<file path="src/sv/ewas_pkg.sv">
`timescale 1ns / 1ps

package ewas_pkg;

  localparam int unsigned UsW    = 48;
  localparam int unsigned SecW   = 40;
  localparam int unsigned LimW   = 32;
  localparam int unsigned RearmW = 20;
  localparam int unsigned CfgIdxW = 3;

  localparam logic [LimW-1:0]   TickPeriodRst = 32'd100000;
  localparam logic [LimW-1:0]   StageOneRst   = 32'd120000000;
  localparam logic [LimW-1:0]   GiveUpRst     = 32'd240000000;
  localparam logic [LimW-1:0]   PrewakeRst    = 32'd10000000;
  localparam logic [RearmW-1:0] RearmRst      = 20'd86400;

  typedef enum logic [2:0] {
    OP_TICK      = 3'd0,
    OP_ARM       = 3'd1,
    OP_SWITCHOFF = 3'd2,
    OP_PREWAKE   = 3'd3,
    OP_SET_ALARM = 3'd4
  } op_e;

  typedef enum logic [2:0] {
    MODE_OFF         = 3'd0,
    MODE_PRIMED      = 3'd1,
    MODE_RING        = 3'd2,
    MODE_ESC         = 3'd3,
    MODE_FAILED      = 3'd4,
    MODE_PRE_PRIMED  = 3'd5,
    MODE_PREWAKE_RUN = 3'd6
  } mode_e;

  typedef enum logic [1:0] {
    STR_WEAK   = 2'd0,
    STR_STRONG = 2'd1
  } strength_e;

  typedef enum logic [CfgIdxW-1:0] {
    CFG_TICK_PERIOD = 3'd0,
    CFG_STAGE_ONE   = 3'd1,
    CFG_GIVE_UP     = 3'd2,
    CFG_PREWAKE     = 3'd3,
    CFG_REARM       = 3'd4
  } cfg_idx_e;

  typedef struct packed {
    logic [2:0]      operation;
    logic [UsW-1:0]  now_us;
    logic [SecW-1:0] now_seconds;
    logic            in_bed;
    logic [SecW-1:0] alarm_time;
    logic [1:0]      strength_code;
  } in_item_t;

  typedef struct packed {
    logic [2:0]      mode;
    logic            wake_drive;
    logic            vibe_level;
    logic            failure_report;
    logic [SecW-1:0] next_alarm_out;
    logic            strong_out;
    logic            acted;
  } out_item_t;

  typedef struct packed {
    logic [LimW-1:0]   tick_period_us;
    logic [LimW-1:0]   stage_one_us;
    logic [LimW-1:0]   give_up_us;
    logic [LimW-1:0]   prewake_us;
    logic [RearmW-1:0] rearm_seconds;
  } cfg_t;

  // True when now lies strictly more than lim beyond since.
  function automatic logic beyond(logic [UsW-1:0] now, logic [UsW-1:0] since,
                                  logic [LimW-1:0] lim);
    logic [UsW-1:0] diff;
    diff = now - since;
    return (now >= since) && (diff > {{(UsW-LimW){1'b0}}, lim});
  endfunction

endpackage

</file>
<file path="src/sv/ewas_core.sv">
`timescale 1ns / 1ps

module ewas_core (
  input  logic                clk_i,
  input  logic                rst_ni,
  input  logic                step_i,
  input  ewas_pkg::in_item_t  item_i,
  input  ewas_pkg::cfg_t      cfg_i,
  output ewas_pkg::out_item_t res_o
);
  import ewas_pkg::*;

  mode_e           mode_q, mode_d;
  logic [UsW-1:0]  ring_start_q, ring_start_d;
  logic [UsW-1:0]  last_acted_q, last_acted_d;
  logic [SecW-1:0] alarm_q, alarm_d;
  logic            strong_q, strong_d;
  logic            drive_q, drive_d;
  logic            level_q, level_d;
  logic            acted;
  logic            report;

  always_ff @(posedge clk_i or negedge rst_ni) begin
    if (!rst_ni) begin
      mode_q       <= MODE_OFF;
      ring_start_q <= '0;
      last_acted_q <= '0;
      alarm_q      <= '0;
      strong_q     <= 1'b0;
      drive_q      <= 1'b0;
      level_q      <= 1'b0;
    end else if (step_i) begin
      mode_q       <= mode_d;
      ring_start_q <= ring_start_d;
      last_acted_q <= last_acted_d;
      alarm_q      <= alarm_d;
      strong_q     <= strong_d;
      drive_q      <= drive_d;
      level_q      <= level_d;
    end
  end

  always_comb begin
    mode_d       = mode_q;
    ring_start_d = ring_start_q;
    last_acted_d = last_acted_q;
    alarm_d      = alarm_q;
    strong_d     = strong_q;
    drive_d      = drive_q;
    level_d      = level_q;
    acted        = 1'b0;
    report       = 1'b0;
    case (op_e'(item_i.operation))
      OP_TICK: begin
        if (beyond(item_i.now_us, last_acted_q, cfg_i.tick_period_us)) begin
          last_acted_d = item_i.now_us;
          acted        = 1'b1;
          case (mode_q)
            MODE_OFF: begin
              if (alarm_q < item_i.now_seconds) begin
                mode_d  = strong_q ? MODE_PRE_PRIMED : MODE_PRIMED;
                alarm_d = alarm_q + {{(SecW-RearmW){1'b0}}, cfg_i.rearm_seconds};
              end
            end
            MODE_PRIMED: begin
              if (item_i.in_bed) begin
                mode_d       = MODE_RING;
                ring_start_d = item_i.now_us;
                drive_d      = 1'b1;
                level_d      = 1'b0;
              end else begin
                mode_d  = MODE_OFF;
                drive_d = 1'b0;
              end
            end
            MODE_RING: begin
              if (!item_i.in_bed) begin
                mode_d  = MODE_OFF;
                drive_d = 1'b0;
              end else if (beyond(item_i.now_us, ring_start_q, cfg_i.stage_one_us)) begin
                level_d = 1'b1;
                mode_d  = MODE_ESC;
              end
            end
            MODE_ESC: begin
              if (!item_i.in_bed) begin
                mode_d  = MODE_OFF;
                drive_d = 1'b0;
              end else if (beyond(item_i.now_us, ring_start_q, cfg_i.give_up_us)) begin
                mode_d  = MODE_FAILED;
                drive_d = 1'b0;
              end
            end
            MODE_FAILED: begin
              report = 1'b1;
              mode_d = MODE_OFF;
            end
            MODE_PRE_PRIMED: begin
              if (item_i.in_bed) begin
                mode_d       = MODE_PREWAKE_RUN;
                ring_start_d = item_i.now_us;
                drive_d      = 1'b1;
                level_d      = 1'b0;
              end else begin
                mode_d = MODE_OFF;
              end
            end
            MODE_PREWAKE_RUN: begin
              if (beyond(item_i.now_us, ring_start_q, cfg_i.prewake_us)) begin
                mode_d  = MODE_OFF;
                drive_d = 1'b0;
              end
            end
            default: begin
              mode_d = MODE_OFF;
            end
          endcase
        end
      end
      OP_ARM: begin
        mode_d = MODE_PRIMED;
      end
      OP_SWITCHOFF: begin
        drive_d = 1'b0;
        mode_d  = MODE_OFF;
      end
      OP_PREWAKE: begin
        mode_d = MODE_PREWAKE_RUN;
      end
      OP_SET_ALARM: begin
        alarm_d = item_i.alarm_time;
        if (strength_e'(item_i.strength_code) == STR_WEAK) begin
          strong_d = 1'b0;
        end else if (strength_e'(item_i.strength_code) == STR_STRONG) begin
          strong_d = 1'b1;
        end
      end
      default: begin
      end
    endcase

    res_o.mode           = mode_d;
    res_o.wake_drive     = drive_d;
    res_o.vibe_level     = level_d;
    res_o.failure_report = report;
    res_o.next_alarm_out = alarm_d;
    res_o.strong_out     = strong_d;
    res_o.acted          = acted;
  end

  a_fail_goes_off: assert property (@(posedge clk_i) disable iff (!rst_ni)
    step_i && res_o.failure_report |=> mode_q == MODE_OFF)
    else $error("failure report did not return the mode to off");

  a_cmd_not_acted: assert property (@(posedge clk_i) disable iff (!rst_ni)
    op_e'(item_i.operation) != OP_TICK |-> !res_o.acted && !res_o.failure_report)
    else $error("command reported acted or failure");

  a_last_acted: assert property (@(posedge clk_i) disable iff (!rst_ni)
    step_i && res_o.acted |=> last_acted_q == $past(item_i.now_us))
    else $error("acted tick did not record its time");

  a_failed_no_drive: assert property (@(posedge clk_i) disable iff (!rst_ni)
    mode_q == MODE_FAILED |-> !drive_q)
    else $error("wake drive enabled in failed mode");

endmodule

</file>
<file path="src/sv/escalating_wake_alarm_sequencer.sv">
`timescale 1ns / 1ps

// Escalating wake alarm sequencer.
// Input channel (in_valid_i, in_ready_o, in_data_i): one transaction is either
// a tick carrying monotonic microseconds, wall-clock seconds and the in-bed
// flag, or a command (arm, switch off, prewake, set alarm time and strength).
// Output channel (out_valid_o, out_ready_i, out_data_o): every input
// transaction yields exactly one result transaction, in order, carrying the
// mode, wake drive, vibe level, failure pulse, alarm time, strength and the
// acted flag of the tick gate.
// Configuration channel (cfg_valid_i, cfg_ready_o, cfg_index_i, cfg_data_i)
// writes the five timing registers; it is always ready and is to be used only
// while no transaction is in flight. Unknown indexes are ignored.
// An accepted transaction is held in an input register, evaluated against the
// alarm state and written to the result register, which presents it; while
// the receiver does not stall, one transaction per cycle is sustained. When
// the receiver stalls, the result register holds and the input register
// keeps one more transaction before in_ready_o drops.
// Reset clears the alarm state to off and loads the register defaults.
module escalating_wake_alarm_sequencer (
  input  logic                               clk_i,
  input  logic                               rst_ni,
  input  logic                               in_valid_i,
  output logic                               in_ready_o,
  input  ewas_pkg::in_item_t                 in_data_i,
  output logic                               out_valid_o,
  input  logic                               out_ready_i,
  output ewas_pkg::out_item_t                out_data_o,
  input  logic                               cfg_valid_i,
  output logic                               cfg_ready_o,
  input  logic [ewas_pkg::CfgIdxW-1:0]       cfg_index_i,
  input  logic [ewas_pkg::LimW-1:0]          cfg_data_i
);
  import ewas_pkg::*;

  cfg_t      cfg_q;
  logic      in_valid_q;
  in_item_t  in_q;
  logic      out_valid_q;
  out_item_t out_q;
  out_item_t res;
  logic      advance;

  assign cfg_ready_o = 1'b1;
  assign advance     = in_valid_q && (!out_valid_q || out_ready_i);
  assign in_ready_o  = !in_valid_q || advance;
  assign out_valid_o = out_valid_q;
  assign out_data_o  = out_q;

  always_ff @(posedge clk_i or negedge rst_ni) begin
    if (!rst_ni) begin
      cfg_q.tick_period_us <= TickPeriodRst;
      cfg_q.stage_one_us   <= StageOneRst;
      cfg_q.give_up_us     <= GiveUpRst;
      cfg_q.prewake_us     <= PrewakeRst;
      cfg_q.rearm_seconds  <= RearmRst;
    end else if (cfg_valid_i) begin
      case (cfg_idx_e'(cfg_index_i))
        CFG_TICK_PERIOD: cfg_q.tick_period_us <= cfg_data_i;
        CFG_STAGE_ONE:   cfg_q.stage_one_us   <= cfg_data_i;
        CFG_GIVE_UP:     cfg_q.give_up_us     <= cfg_data_i;
        CFG_PREWAKE:     cfg_q.prewake_us     <= cfg_data_i;
        CFG_REARM:       cfg_q.rearm_seconds  <= cfg_data_i[RearmW-1:0];
        default: begin
        end
      endcase
    end
  end

  always_ff @(posedge clk_i or negedge rst_ni) begin
    if (!rst_ni) begin
      in_valid_q  <= 1'b0;
      out_valid_q <= 1'b0;
    end else begin
      if (in_ready_o) begin
        in_valid_q <= in_valid_i;
      end
      if (advance) begin
        out_valid_q <= 1'b1;
      end else if (out_ready_i) begin
        out_valid_q <= 1'b0;
      end
    end
  end

  always_ff @(posedge clk_i) begin
    if (in_valid_i && in_ready_o) begin
      in_q <= in_data_i;
    end
    if (advance) begin
      out_q <= res;
    end
  end

  ewas_core u_core (
    .clk_i  (clk_i),
    .rst_ni (rst_ni),
    .step_i (advance),
    .item_i (in_q),
    .cfg_i  (cfg_q),
    .res_o  (res)
  );

  a_advance_fills: assert property (@(posedge clk_i) disable iff (!rst_ni)
    advance |=> out_valid_q)
    else $error("evaluated transaction did not reach the result register");

  a_stall_keeps_input: assert property (@(posedge clk_i) disable iff (!rst_ni)
    in_valid_q && !advance |=> in_valid_q && $stable(in_q))
    else $error("held input transaction was lost");

endmodule
</file>
<file path="config.mk">
export PLATFORM = sky130hd
export DESIGN_NAME = escalating_wake_alarm_sequencer
export DESIGN_NICKNAME = d
export VERILOG_FILES = /design/src/sv/ewas_pkg.sv /design/src/sv/ewas_core.sv /design/src/sv/escalating_wake_alarm_sequencer.sv
export SDC_FILE = /design/constraint.sdc
export NUM_CORES = 1
export LEC_CHECK = 0
export ABC_AREA = 1
export ABC_CLOCK_PERIOD_IN_PS = 5700
export BUFFER_PORTS_ARGS = -buffer_cell sky130_fd_sc_hd__buf_4
export CORE_MARGIN = 2
export CORE_UTILIZATION = 62
export DETAILED_ROUTE_END_ITERATION = 7
export PLACE_DENSITY = 0.82
export SYNTH_ARGS = -nofsm -noshare
export SYNTH_HDL_FRONTEND = slang
export SYNTH_SLANG_ARGS = --single-unit
</file>
<file path="constraint.sdc">
create_clock -name clk_i -period 5.7 [get_ports clk_i]
set_clock_uncertainty 0.1 [all_clocks]
set_input_delay 1.14 -clock clk_i [delete_from_list [all_inputs] [get_ports clk_i]]
set_output_delay 1.14 -clock clk_i [all_outputs]
set_load 0.005 [all_outputs]
</file>
-- Word level (Yosys, flattened, before mapping)
Index checks and enable logic that the tools add are counted.
- register bits: 474
- input bits: 174
- word-level logic and storage cells: 114
- output and inout port bits: 51
- muxes and demuxes: 38
- eq/ne operators: 15
- order comparisons: 7
- add/subtract/negate cells: 3
- reduce and logical (&&, ||, !) cells: 24
- operator list (kind ; count):
    48-bit by 32-bit greater-than comparator with 1-bit output ; 4
    40-bit 2-to-1 mux ; 3
    48-bit >= comparator ; 2
    48-bit subtractor ; 2
    40-bit one-hot mux with 2 select lines ; 1
    40-bit by 20-bit adder with 40-bit output ; 1
    40-bit less-than comparator ; 1
    3-bit 2-to-1 mux ; 9
    1-bit 2-to-1 mux ; 19
    3-bit by 2-bit == test with 1-bit output (second input constant) ; 6
    3-bit one-hot mux with 6 select lines ; 1
    3-bit == test (second input constant) ; 5
    3-bit one-hot mux with 4 select lines ; 1
    2-bit AND reduction ; 6
    3-bit by 1-bit == test with 1-bit output (second input constant) ; 3
    3-bit zero test ; 3
    1-bit logical AND ; 6
    1-bit one-hot mux with 5 select lines ; 1
    5-bit AND reduction ; 1
    1-bit one-hot mux with 2 select lines ; 2
    3-bit AND reduction ; 1
    2-bit by 1-bit == test with 1-bit output (second input constant) ; 1
    1-bit zero test ; 2
    2-bit zero test ; 1
    other kinds (4) ; 5

-- Longest topological paths before layout
- word-level depth: 8
- mapped depth: 35

-- By module
A second synthesis with hierarchy kept.
- cells, all modules: 4464
- area, all modules: 32966.6 µm²
- by module, submodules not included (module ; area each (µm²) ; cells each ; seq. area each (µm²) ; instances):
    ewas_core ; 21444.3 ; 3618 ; 3553.4 ; 1
    escalating_wake_alarm_sequencer ; 11522.3 ; 846 ; 9267.6 ; 1

-- Worst setup path before layout
No wires, ideal clock.
- path kind: input to register
- start: in out_ready_i
- end: reg in_q[0] in the netlist's numbering, enable pin
- slack: 1.147 ns
- arrival: 3.965 ns
- buffers on the path: 0
- stages: 4
- library setup time: 0.487 ns
- cells stage by stage: inv_1 > nand3_1 > nand2_1 > inv_1
- cells in the longest elaborated chain, start to end: 4
- ends and longest elaborated chain (item ; RTL line ; source):
    from (decl) ; escalating_wake_alarm_sequencer.sv:27 ; input logic out_ready_i,
    1-bit logical OR ; escalating_wake_alarm_sequencer.sv:45 ; assign advance = in_valid_q && (!out_valid_q || out_ready_i);
    1-bit logical AND ; escalating_wake_alarm_sequencer.sv:45 ;
    1-bit logical OR ; escalating_wake_alarm_sequencer.sv:46 ; assign in_ready_o = !in_valid_q || advance;
    net in_ready_o ; escalating_wake_alarm_sequencer.sv:24 ; output logic in_ready_o,
    1-bit logical AND ; escalating_wake_alarm_sequencer.sv:87 ; if (in_valid_i && in_ready_o) begin
    to (signal assigned) ; escalating_wake_alarm_sequencer.sv:88 ; in_q <= in_data_i;
    to (decl) ; escalating_wake_alarm_sequencer.sv:38 ; in_item_t in_q;
The timed path passes the listed nets, and every way through them passes these cells.
A chain may end at the register's enable or synchronous reset.

-- Final worst setup path
- start: reg in_q[83] in the netlist's numbering
- end: reg u_core.last_acted_q[43]
- cells in the longest elaborated chain, start to end: 4
- elaborated cells on any way between the ends: 5
- classes of those cells: 1 x add/sub; 2 x order compare; 2 x reduce/logical
- ends and longest elaborated chain (item ; RTL line ; source):
    48-bit subtractor ; ewas_pkg.sv:79 ; diff = now - since;
    48-bit by 32-bit greater-than comparator with 1-bit output ; ewas_pkg.sv:80 ; return (now >= since) && (diff > {{(UsW-LimW){1'b0}}, lim});
    1-bit logical AND (*) ; ewas_pkg.sv:80 ;
    3-bit AND reduction (no line) (*) ; - ;
    to (signal assigned) ; ewas_core.sv:35 ; last_acted_q <= last_acted_d;
    to (decl) ; ewas_core.sv:15 ; logic [UsW-1:0] last_acted_q, last_acted_d;
Mark *: on every way between the ends. The rest lies on a longest branch, timed or not.

==> metrics.md <==
| Metric | Value |
|---|---|
| 1st-pass router iterations | 6 |
| Number of DRC violations after detailed-routing iteration 0 | 3432 |
| Slack of the critical path | 0.329 ns |
| Top cells by count, synth | 1389 x nand2_1, 770 x inv_1, 386 x o21ai_0, 283 x ha_1, 266 x nor2_1 |
| Crit path buffers/inverters | 4 |
| Critical path's slowest cell | fa_1 |
| Clock latency on the worst-skew pair | 0.63 ns |
| Total grt overflow | 0 |
| Final ANT Viol Nets | 0 |
| Status | finished, final reports clean |
| Final hold vios | 0 |
| Via-to-Cell Ratio | 5.64 |
| Clock Path Buffers | 3 |
| Cells on Worst Hold Path | 2 |
| Leak | 18.7 nW |
| R2R cell count | 28 |
| Avg Cell Area, Syn | ~7.4 um^2 |
| Cell area after layout | 36700 um^2 |
| Worst reg2reg endpoint | u_core.last_acted_q[43] |
| Primary FF master, synth | dfrtp_1 |
| Switching share of total power | 45.9% |
| Die W | 233 um |
| Startpoint Class | register |
| Min-Delay Path Class | reg2reg |
| #FFs+latches synth | between 400 and 500 |
| Routed WL per cell | 18.9 um |
| Nets | 5071 |
| Max_cap viols | 0 |
| Sequential cell area fraction in the yosys report | 39.5% |
| Worst Path Arrival | about 5.7 ns |
| Synth-to-Final Area Change | 13.1% |
| Vias | between 30000 and 40000 |
| Cell variety after synth | 57 |
| CP Max Fanout | 48 |
| Peak supply drop | 340 uV |
| DP Area | roughly 35000 um^2 |
| Total GRT Usage | 37.0% |
| CTS buffer count | 51 |
| Vias in the first global route | 28300 |
| Clk pwr share | 19.4% |
| Worst-path clk slew | 0.06 ns |
| Max Slew Vio Count | 0 |
| P per Cell Area | 484 nW/um^2 |
| Die height | 233 um |
| Setup CP Type | reg2reg |
| CTS root buffer | clkbuf_16 |
| Global-route wire length before repair | 155000 um |
| Worst path required time | 6.07 ns |
| Area of the core | 51500 um^2 |
| Min-delay src | cfg_q[48] |
| R2r startpoint | in_q[83] |
| Total Power | 0.0178 W |
| IO buf count | 223 |
| F_max | 186 MHz |
| Post-synth EDFFs | 182 |
| Syn. warnings | 0 |
| Starting Density | a little over three fifths |
| Ys async rst share | between 60 and 70% |
| Post-Synthesis Cells | 4388 |
| Dpl ws | 0.225 ns |
| IO Count | 225 |
| Sequential power share | 28.4% |
| Synth area leader | dfrtp_1 |
| Largest net degree at the start of global routing | 120 |
| Worst Hold End | cfg_q[48] |
| Crit end category | register |
| Most common cell in the netlist | nand2_1 |
| Synthesized area | 32500 um^2 |
| Final Wtd Congestion | 1.16 |
| Clock Sinks | ~470 |
| Top cells by area, synth | dfrtp_1 20%, edfxtp_1 17%, nand2_1 16% |
| DP HPWL | about 78000 um |
| R2R setup slack | 0.33 ns |
| Syn Nets | approximately 4800 |
| Final worst path period share | 94.2% |
| Initial antenna violation count | 1 |
| Worst Tran Pin Value | ~1.1 ns |
| Int Power | just under 0.01 W |
| CTS Hold Bufs | 0 |
| Layout cells sized above 1 | 9.56% |
| Post-route DRC | 0 |
| Row cnt | between 80 and 90 |
| H-tree levels | 2 |
| Largest stage delay on the critical path | 0.48 ns |
| Final wirelength | around 100000 um |
| Delay-heaviest family, CP | simple AND/OR/NAND/NOR gates |
| Min Hold Slack | 0.385 ns |
| Die ar. | 54200 um^2 |
| Switch Pwr | just over 0.008 W |
| Yosys top cell area share | 19.5% |
| Gate power share | a little over half |
| Fin util | 71.3% |
| Minimum clock period | 5.37 ns |
| CTS tree | done |
| FILL cells | 4279 |
| Slew HR | between 20% and 30% |
| Setup Viol. Count Final | 0 |
## stage by stage
step | cells | setup TNS [ns]
floorplan | 4388 | 0
global placement | 5236 | 0
detailed placement | 5236 | 0
CTS | 5332 | 0
global route | 5334 | -0.0209
finish | 5335 | 0
## area by class of cell
class	instances	area (um^2)	area share, %
multi-input cells	3051	16300	44.4
flip-flops and latches	474	12800	34.9
inverters	774	2920	7.94
repair buffers	259	2070	5.64
clock buffers	75	1490	4.05
well taps	680	851	2.32
clock inverters	21	258	0.702
diodes	1	2.50	0.00681
## worst reg2reg max path: cells and delay by family, from the launching register on
kind	cells	cell delay (ns)
buf+inv	4	0.63
flops	1	0.37
fa+ha+maj	3	0.99
xor+xnor	1	0.15
compound gates	4	0.71
simple gates	16	2.27
## layer usage
layer	global-route usage [%]	part of all wire, %
met2	56.3	43
met3	7.10	10
met1	52.2	42
met5	0	0.013
met4	14.6	4.2
## power groups by stage
stage | combinational (W) | sequential [W] | clock [W]
floorplan | 0.00627 | 0.00484 | 0
global placement | 0.00869 | 0.00505 | 0
detailed placement | 0.00892 | 0.00506 | 0
CTS | 0.00899 | 0.00502 | 0.00347
global route | 0.0103 | 0.00511 | 0.00360
finish | 0.00927 | 0.00504 | 0.00345
## worst max-delay path by stage
stage	from	end	slack (ns)	depth (start not counted)
after floorplan	out_ready_i	in_q[0]	1.15	4
after global placement	in_q[83]	out_data_o[45]	0.45	30
after detailed placement	in_q[83]	out_data_o[45]	0.22	30
after CTS	in_q[83]	u_core.last_acted_q[28]	0.19	29
after global routing	in_q[83]	u_core.alarm_q[4]	-0.01	32
final	in_q[83]	u_core.last_acted_q[43]	0.33	28
## cell usage in the layout (no fill, tap or decap), types with 18 or more instances in the layout
cell type,instances
nand2_1,1387
inv_1,768
o21ai_0,386
ha_1,283
nor2_1,264
dfrtp_1,253
buf_4,250
a21oi_1,211
edfxtp_1,182
nand3_1,155
xor2_1,64
clkbuf_16,54
nand4_1,46
dfstp_2,39
xnor2_1,33
nor3_1,32
nand3_2,27
nor4_1,21
o21bai_1,18
## flip-flops by register name, indices dropped and copies added, names as in the netlist
name                 cells
in_valid_q               1
u_core.mode_q            3
u_core.level_q           1
out_data_o              48
u_core.ring_start_q     48
u_core.alarm_q          40
u_core.drive_q           1
u_core.strong_q          1
cfg_q                  148
out_valid_o              1
in_q                   134
u_core.last_acted_q     48
## logic make-up after synthesis
| family | after synthesis | share of synthesized area, % |
|---|---|---|
| AO/OA/AOI/OAI | 689 | 11.2 |
| XOR/XNOR | 99 | 2.69 |
| adder cells (fa/ha/maj) | 286 | 11.1 |
| buffers and inverters | 863 | 10.4 |
| flip-flops | 474 | 39.5 |
| other | 1 | 0.0116 |
| AND/OR/NAND/NOR | 1976 | 25.1 |
## repair_timing
item / CTS / global route
gates resized for setup: 0 / 8
endpoints found under the setup margin: 0 / 179
buffers inserted: 0 / 0
Power figures use the tool's default switching activity.
